**config.mk**
```make
export PLATFORM = sky130hd
export DESIGN_NAME = ogi_alu
export DESIGN_NICKNAME = d
export VERILOG_FILES = /design/src/hdl/ogi_pkg.sv /design/src/hdl/ogi_alu.sv
export SDC_FILE = /design/constraint.sdc
export NUM_CORES = 2
export LEC_CHECK = 0
export ABC_AREA = 1
export BUFFER_PORTS_ARGS = -buffer_cell sky130_fd_sc_hd__buf_2
export CAP_MARGIN = 20
export CORE_ASPECT_RATIO = 1.25
export CORE_UTILIZATION = 38
export DETAILED_ROUTE_END_ITERATION = 10
export PLACE_DENSITY_LB_ADDON = 0.3
export SLEW_MARGIN = 40
export SYNTH_ARGS = -nofsm -noshare
export SYNTH_HDL_FRONTEND = slang
export SYNTH_SLANG_ARGS = --single-unit
```
**constraint.sdc**
```tcl
create_clock -name clk -period 5.8 [get_ports clk]
set_input_delay 0.29 -clock clk [delete_from_list [all_inputs] [get_ports clk]]
set_output_delay 0.29 -clock clk [all_outputs]
set_load 0.01 [all_outputs]
```
**src/hdl/ogi_pkg.sv**
```systemverilog
// Shared types and constants of the orbit gravity integrator.
// Used by the channel interfaces, the arithmetic unit and the top level.
// No dependencies.
package ogi_pkg;

    // Datapath widths of the shared arithmetic unit
    localparam int WIDE_W     = 128;
    localparam int MUL_W      = 64;
    localparam int DIGIT_W    = 16;
    localparam int MUL_DIGITS = MUL_W / DIGIT_W;
    localparam int CNT_W      = 7;

    // Configuration port
    localparam int CFG_INDEX_W = 2;
    localparam int CFG_DATA_W  = 24;
    localparam int DT_W        = 12;
    localparam int RADIUS_W    = 24;
    localparam int GRAV_W      = 24;

    localparam logic [CFG_INDEX_W-1:0] CFG_TIME_STEP       = 2'd0;
    localparam logic [CFG_INDEX_W-1:0] CFG_PLANET_RADIUS   = 2'd1;
    localparam logic [CFG_INDEX_W-1:0] CFG_SURFACE_GRAVITY = 2'd2;

    localparam logic [DT_W-1:0]     DT_RESET     = 12'd48;
    localparam logic [RADIUS_W-1:0] RADIUS_RESET = 24'd6378000;
    localparam logic [GRAV_W-1:0]   GRAV_RESET   = 24'd642689;

    // Operation codes of the arithmetic unit
    localparam logic [1:0] OP_MUL  = 2'd0;
    localparam logic [1:0] OP_DIV  = 2'd1;
    localparam logic [1:0] OP_SQRT = 2'd2;

    typedef struct packed {
        logic       start;
        logic [1:0] op;
    } alu_req_t;

    typedef struct packed {
        logic done;
        logic ovf;
    } alu_rsp_t;

endpackage

```
**src/hdl/ogi_alu.sv**
```systemverilog
// Shared multi-cycle arithmetic unit: multiply, divide and square root.
// Depends on ogi_pkg for operation codes and request/response structs.
module ogi_alu import ogi_pkg::*; #(
    parameter int STATE_WIDTH = 40,
    parameter int ACCEL_WIDTH = 32
) (
    input  logic              clk,
    input  logic              rst_n,
    input  alu_req_t          req,
    input  logic [WIDE_W-1:0] opa,
    input  logic [WIDE_W-1:0] opb,
    output alu_rsp_t          rsp,
    output logic [WIDE_W-1:0] result
);

    localparam int TW     = WIDE_W + 2;
    localparam int DIV_SH = WIDE_W - ACCEL_WIDTH;
    localparam int SQ_SH  = WIDE_W - 2 * STATE_WIDTH;

    logic             busy_reg, busy_next;
    logic [CNT_W-1:0] cnt_reg, cnt_next;
    logic [1:0]       op_reg, op_next;
    logic             ovf_reg, ovf_next;
    logic [WIDE_W-1:0] acc_reg, acc_next;
    logic [WIDE_W-1:0] sh_reg, sh_next;
    logic [WIDE_W-1:0] d_reg, d_next;
    logic [MUL_W-1:0]  q_reg, q_next;
    logic [MUL_W-1:0]  mula_reg, mula_next;

    logic [DIGIT_W-1:0]       digit;
    logic [MUL_W+DIGIT_W-1:0] mul_prod;
    logic [WIDE_W-1:0]        mul_sum;
    logic [TW-1:0]            t_val;
    logic [TW-1:0]            trial;
    logic [TW-1:0]            diff;
    logic                     ge;
    logic [WIDE_W-1:0]        rem_next;

    // One multiplier digit per cycle, most significant digit first.
    assign digit    = sh_reg[WIDE_W-1 -: DIGIT_W];
    assign mul_prod = mula_reg * digit;
    assign mul_sum  = (acc_reg << DIGIT_W) + WIDE_W'(mul_prod);

    // Shared compare and subtract for divide and square root steps.
    always_comb
    begin
        if (op_reg == OP_SQRT)
        begin
            t_val = {acc_reg, sh_reg[WIDE_W-1 -: 2]};
            trial = TW'({q_reg, 2'b01});
        end
        else
        begin
            t_val = {1'b0, acc_reg, sh_reg[WIDE_W-1]};
            trial = TW'(d_reg);
        end
    end

    assign ge       = (t_val >= trial);
    assign diff     = t_val - trial;
    assign rem_next = ge ? diff[WIDE_W-1:0] : t_val[WIDE_W-1:0];

    // Start loads the operands; each later cycle runs one step.
    always_comb
    begin
        busy_next = busy_reg;
        cnt_next  = cnt_reg;
        op_next   = op_reg;
        ovf_next  = ovf_reg;
        acc_next  = acc_reg;
        sh_next   = sh_reg;
        d_next    = d_reg;
        q_next    = q_reg;
        mula_next = mula_reg;
        if (busy_reg && cnt_reg == '0)
        begin
            busy_next = 1'b0;
        end
        if (req.start)
        begin
            busy_next = 1'b1;
            op_next   = req.op;
            ovf_next  = 1'b0;
            q_next    = '0;
            d_next    = opb;
            case (req.op)
                OP_MUL:
                begin
                    mula_next = opa[MUL_W-1:0];
                    sh_next   = {opb[MUL_W-1:0], {(WIDE_W-MUL_W){1'b0}}};
                    acc_next  = '0;
                    cnt_next  = CNT_W'(MUL_DIGITS);
                end
                OP_DIV:
                begin
                    acc_next = opa >> ACCEL_WIDTH;
                    sh_next  = opa << DIV_SH;
                    ovf_next = ((opa >> ACCEL_WIDTH) >= opb);
                    cnt_next = CNT_W'(ACCEL_WIDTH);
                end
                default:
                begin
                    acc_next = '0;
                    sh_next  = opa << SQ_SH;
                    cnt_next = CNT_W'(STATE_WIDTH);
                end
            endcase
        end
        else if (busy_reg && cnt_reg != '0)
        begin
            cnt_next = cnt_reg - 1'b1;
            case (op_reg)
                OP_MUL:
                begin
                    acc_next = mul_sum;
                    sh_next  = sh_reg << DIGIT_W;
                end
                OP_DIV:
                begin
                    acc_next = rem_next;
                    sh_next  = sh_reg << 1;
                    q_next   = {q_reg[MUL_W-2:0], ge};
                end
                default:
                begin
                    acc_next = rem_next;
                    sh_next  = sh_reg << 2;
                    q_next   = {q_reg[MUL_W-2:0], ge};
                end
            endcase
        end
    end

    // Control registers.
    always_ff @(posedge clk or negedge rst_n)
    begin
        if (!rst_n)
        begin
            busy_reg <= 1'b0;
            cnt_reg  <= '0;
            op_reg   <= OP_MUL;
        end
        else
        begin
            busy_reg <= busy_next;
            cnt_reg  <= cnt_next;
            op_reg   <= op_next;
        end
    end

    // Datapath registers.
    always_ff @(posedge clk)
    begin
        ovf_reg  <= ovf_next;
        acc_reg  <= acc_next;
        sh_reg   <= sh_next;
        d_reg    <= d_next;
        q_reg    <= q_next;
        mula_reg <= mula_next;
    end

    // Response.
    assign rsp.done = busy_reg && (cnt_reg == '0);
    assign rsp.ovf  = ovf_reg;
    assign result   = (op_reg == OP_MUL) ? acc_reg : WIDE_W'(q_reg);

endmodule

```
==> flow_summary.yaml <==
timing:
  relSlewSlack_pct: 30.2
  grt_setup_unrepaired: "true"
  max_freq_mhz: 145
  setup_ws_ps: -1110
  report.final.slew_viol_count: 0
  finClkSkew_ps: 67.1
  period_share_pct: 119
  worstMarginPinSlew_ps: 1040
  hold_viol_final: 1
  tns_ps: -101860
  holdWs_ps: -0.722
  layout_min_cycle_time_ps: 6910
  setup_viol: 120
logic_synthesis:
  synth_fa_ha_area_share_pct: 29.3
  ys_ff_latch: 475
  async_reset_ff_share_pct: 2.11
  synth_compound_area_share_pct: 8.53
  synth_xor_area_share_pct: 1.07
  synth_top_family_by_area: "adder cells"
  syn_area_per_cell_sq_um: 6.59
  synthSimpleGateAreaFrac_pct: 27.5
  yosysTopAreaCell: "fa_1"
  synth_cell_types: 58
  muxShareOfSynthArea_pct: 0.0280
  synth_ff_type: "edfxtp_1"
  syn_inst: 12200
  synth_area_leaders: "fa_1 23%, nand2_1 18%, edfxtp_1 15%"
  synth_edf_count: 401
  yosys_warnings: 0
  syn_area_sq_um: 80400
  yosysSeqAreaShare_pct: 16.9
  netlist.area_leader.share_pct: 23.2
  syn_nets: 13800
drt:
  viasPerCell: 5.36
  vias: 88200
  drt_pass1_iterations: 7
  wl_um: 457000
  drt_iter0_markers: 10100
  routedWlPerCell_um: 27.8
  route.detailed.drc: 0
  final_antenna_net_count: 0
run:
  maxCapViolCount: 0
setup_path:
  crit_slowest_cell: "fa_1"
  required_ps: 6430
  end_kind: "register"
  crit_top_cell: "fa_1"
  crit_buf_inv: 11
  crit_fanout: 20
  cp_slowest_stage_delay_ps: 520
  crit_cells: 28
  cp_data_arrival_time_ps: 7540
  crit_family: "adder cells"
  crit_type: "register to register"
  reg2regPathDepth: 28
  cp-start-kind: "register"
final_layout:
  drive_gt1_share_pct: 18.2
  final_area_sq_um: 104000
  fillers: 21600
  area_growth_pct: 28.9
  final_core_util_pct: 49.4
  fin_nets: 15200
placement:
  port_buffers: 390
  place_area_sq_um: 94100
  gp_congestion: 1.12
  hpwl_um: 384000
global_routing:
  grt-ovfl-total: 0
  grt_pass1_vias: 86700
  grt_usage_pct: 42.5
  grt_antenna_before_repair: 38
  grt_pass1_wl_um: 638000
  grt_max_degree: 136
floorplanning:
  rows: 188
  die_w_um: 414
  io_pins: 391
  die_y_um: 516
  start_util_pct: 38.3
  die_area_sq_um: 214000
  core-area_sq_um: 210000
cts:
  cts_buffers: 59
  cts-root-buf: "clkbuf_16"
  htreeDepth: 2
  clock_latency_ps: 770
  clk_pin_slew_worst_paths_ps: 70
  clock_sinks: 475
  tritoncts: "yes"
  ctsLongestPathBuffers: 3
run_status:
  violations: "negative hold slack, negative setup slack"
  status: "finished, violations left"
hold_path:
  min_path_cells: 3
  min_path_type: "input port to register"
[synthesized netlist by cell type (20+ instances only)]
cell	count
o221ai_1	83
nand2_1	3920
inv_1	3036
clkbuf_1	396
edfxtp_1	401
nor3_1	83
xnor2_1	33
xor2_1	65
nand3b_1	30
inv_2	23
o21ai_0	526
a21oi_1	556
nor4_1	26
nor2_1	725
fa_1	931
buf_2	20
ha_1	394
buf_1	47
dfxtp_1	64
nand3_1	599
nand4_1	73
[metrics by stage]
step	setup WS [ps]	hold WS, ps	cells
after CTS	-984	0.350	16400
after floorplan	-34.7	-5.59	12200
after detailed placement	-1570	204	16000
final	-1110	-0.722	16400
after global placement	-1850	200	16000
after global routing	-1250	0.796	16400
[cell type report]
type / instances / area (sq um) / share of cell area, %
antenna: 30 / 75.1 / 0.0724
clock buffer: 75 / 1650 / 1.59
clock inverter: 36 / 463 / 0.447
inverter: 3063 / 11500 / 11.1
multi-input combinational: 8196 / 57300 / 55.3
sequential: 475 / 13600 / 13.1
tap: 2755 / 3450 / 3.33
timing repair buffer: 1816 / 15600 / 15.1
[cells in the final DEF, fill, tap and decap left out, types with 34 or more instances in the layout]
master         instances
o21ai_2               54
nand2_1             3772
buf_4                942
ha_1                 328
buf_2                389
a21oi_4               34
a21oi_1              441
nor3_1                72
inv_1               2961
nor2_4                86
o221ai_1              83
fa_2                  34
inv_2                 95
o21ai_1               59
fa_1                 897
xor2_1                61
clkbuf_16             66
ha_4                  64
a21oi_2               83
nand4_1               73
buf_12               143
nor2_2                73
dlygate4sd3_1        227
nand2_2              117
dfxtp_1               64
edfxtp_1             401
o21ai_0              396
nand3_2               44
nand3_1              546
nor2_1               585
buf_6                 98
nand2_4               38
[tightest hold or removal path, stage by stage]
cell	delay, ps
buf_2	180
nand2_1	80
nand2_1	60
[metal layers]
metal	routed length, um	track usage [%]	up-vias
met1	160000	48.3	42000
met3	49100	11.9	1542
met2	198000	65.6	5153
li1	-	-	39400
met4	50400	36.6	28
met5	222	0	-
[cells by family (layout without fill, tap and decap cells)]
group,Yosys count,after routing
AOI/OAI and AO/OA,1260,1260
xor gates and xnor gates,98,98
adders and majority gates,1325,1325
buffers and inverters,3544,4990
DFF,475,475
muxes,2,2
other,0,30
and+or+nand+nor,5511,5511
[timing repair]
item,4_1_cts,5_1_grt
resized for setup,699,434
hold buffers,227,0
setup endpoints to repair,120,120
cloned,6,5
buffers inserted,42,49
pin swaps,149,207
hold endpoints to repair,238,0
[worst paths after layout]
kind                                         from                     end  slack, ps
max reg2reg                 sh_reg[127]$_DFFE_PP_   acc_reg[91]$_DFFE_PP_      -1110
min                                       opa[80]   acc_reg[48]$_DFFE_PP_       -0.7
min in group asynchronous                   rst_n   op_reg[0]$_DFFE_PN0P_        750
max                         sh_reg[127]$_DFFE_PP_   acc_reg[91]$_DFFE_PP_      -1110
max in group asynchronous                   rst_n  cnt_reg[6]$_DFFE_PN0P_       4620
min reg2reg                cnt_reg[0]$_DFFE_PN0P_  cnt_reg[0]$_DFFE_PN0P_        490
Power is left out: the tool's default activity adds up to more than one toggle a clock period on the data nets, which glitch-free logic cannot reach.
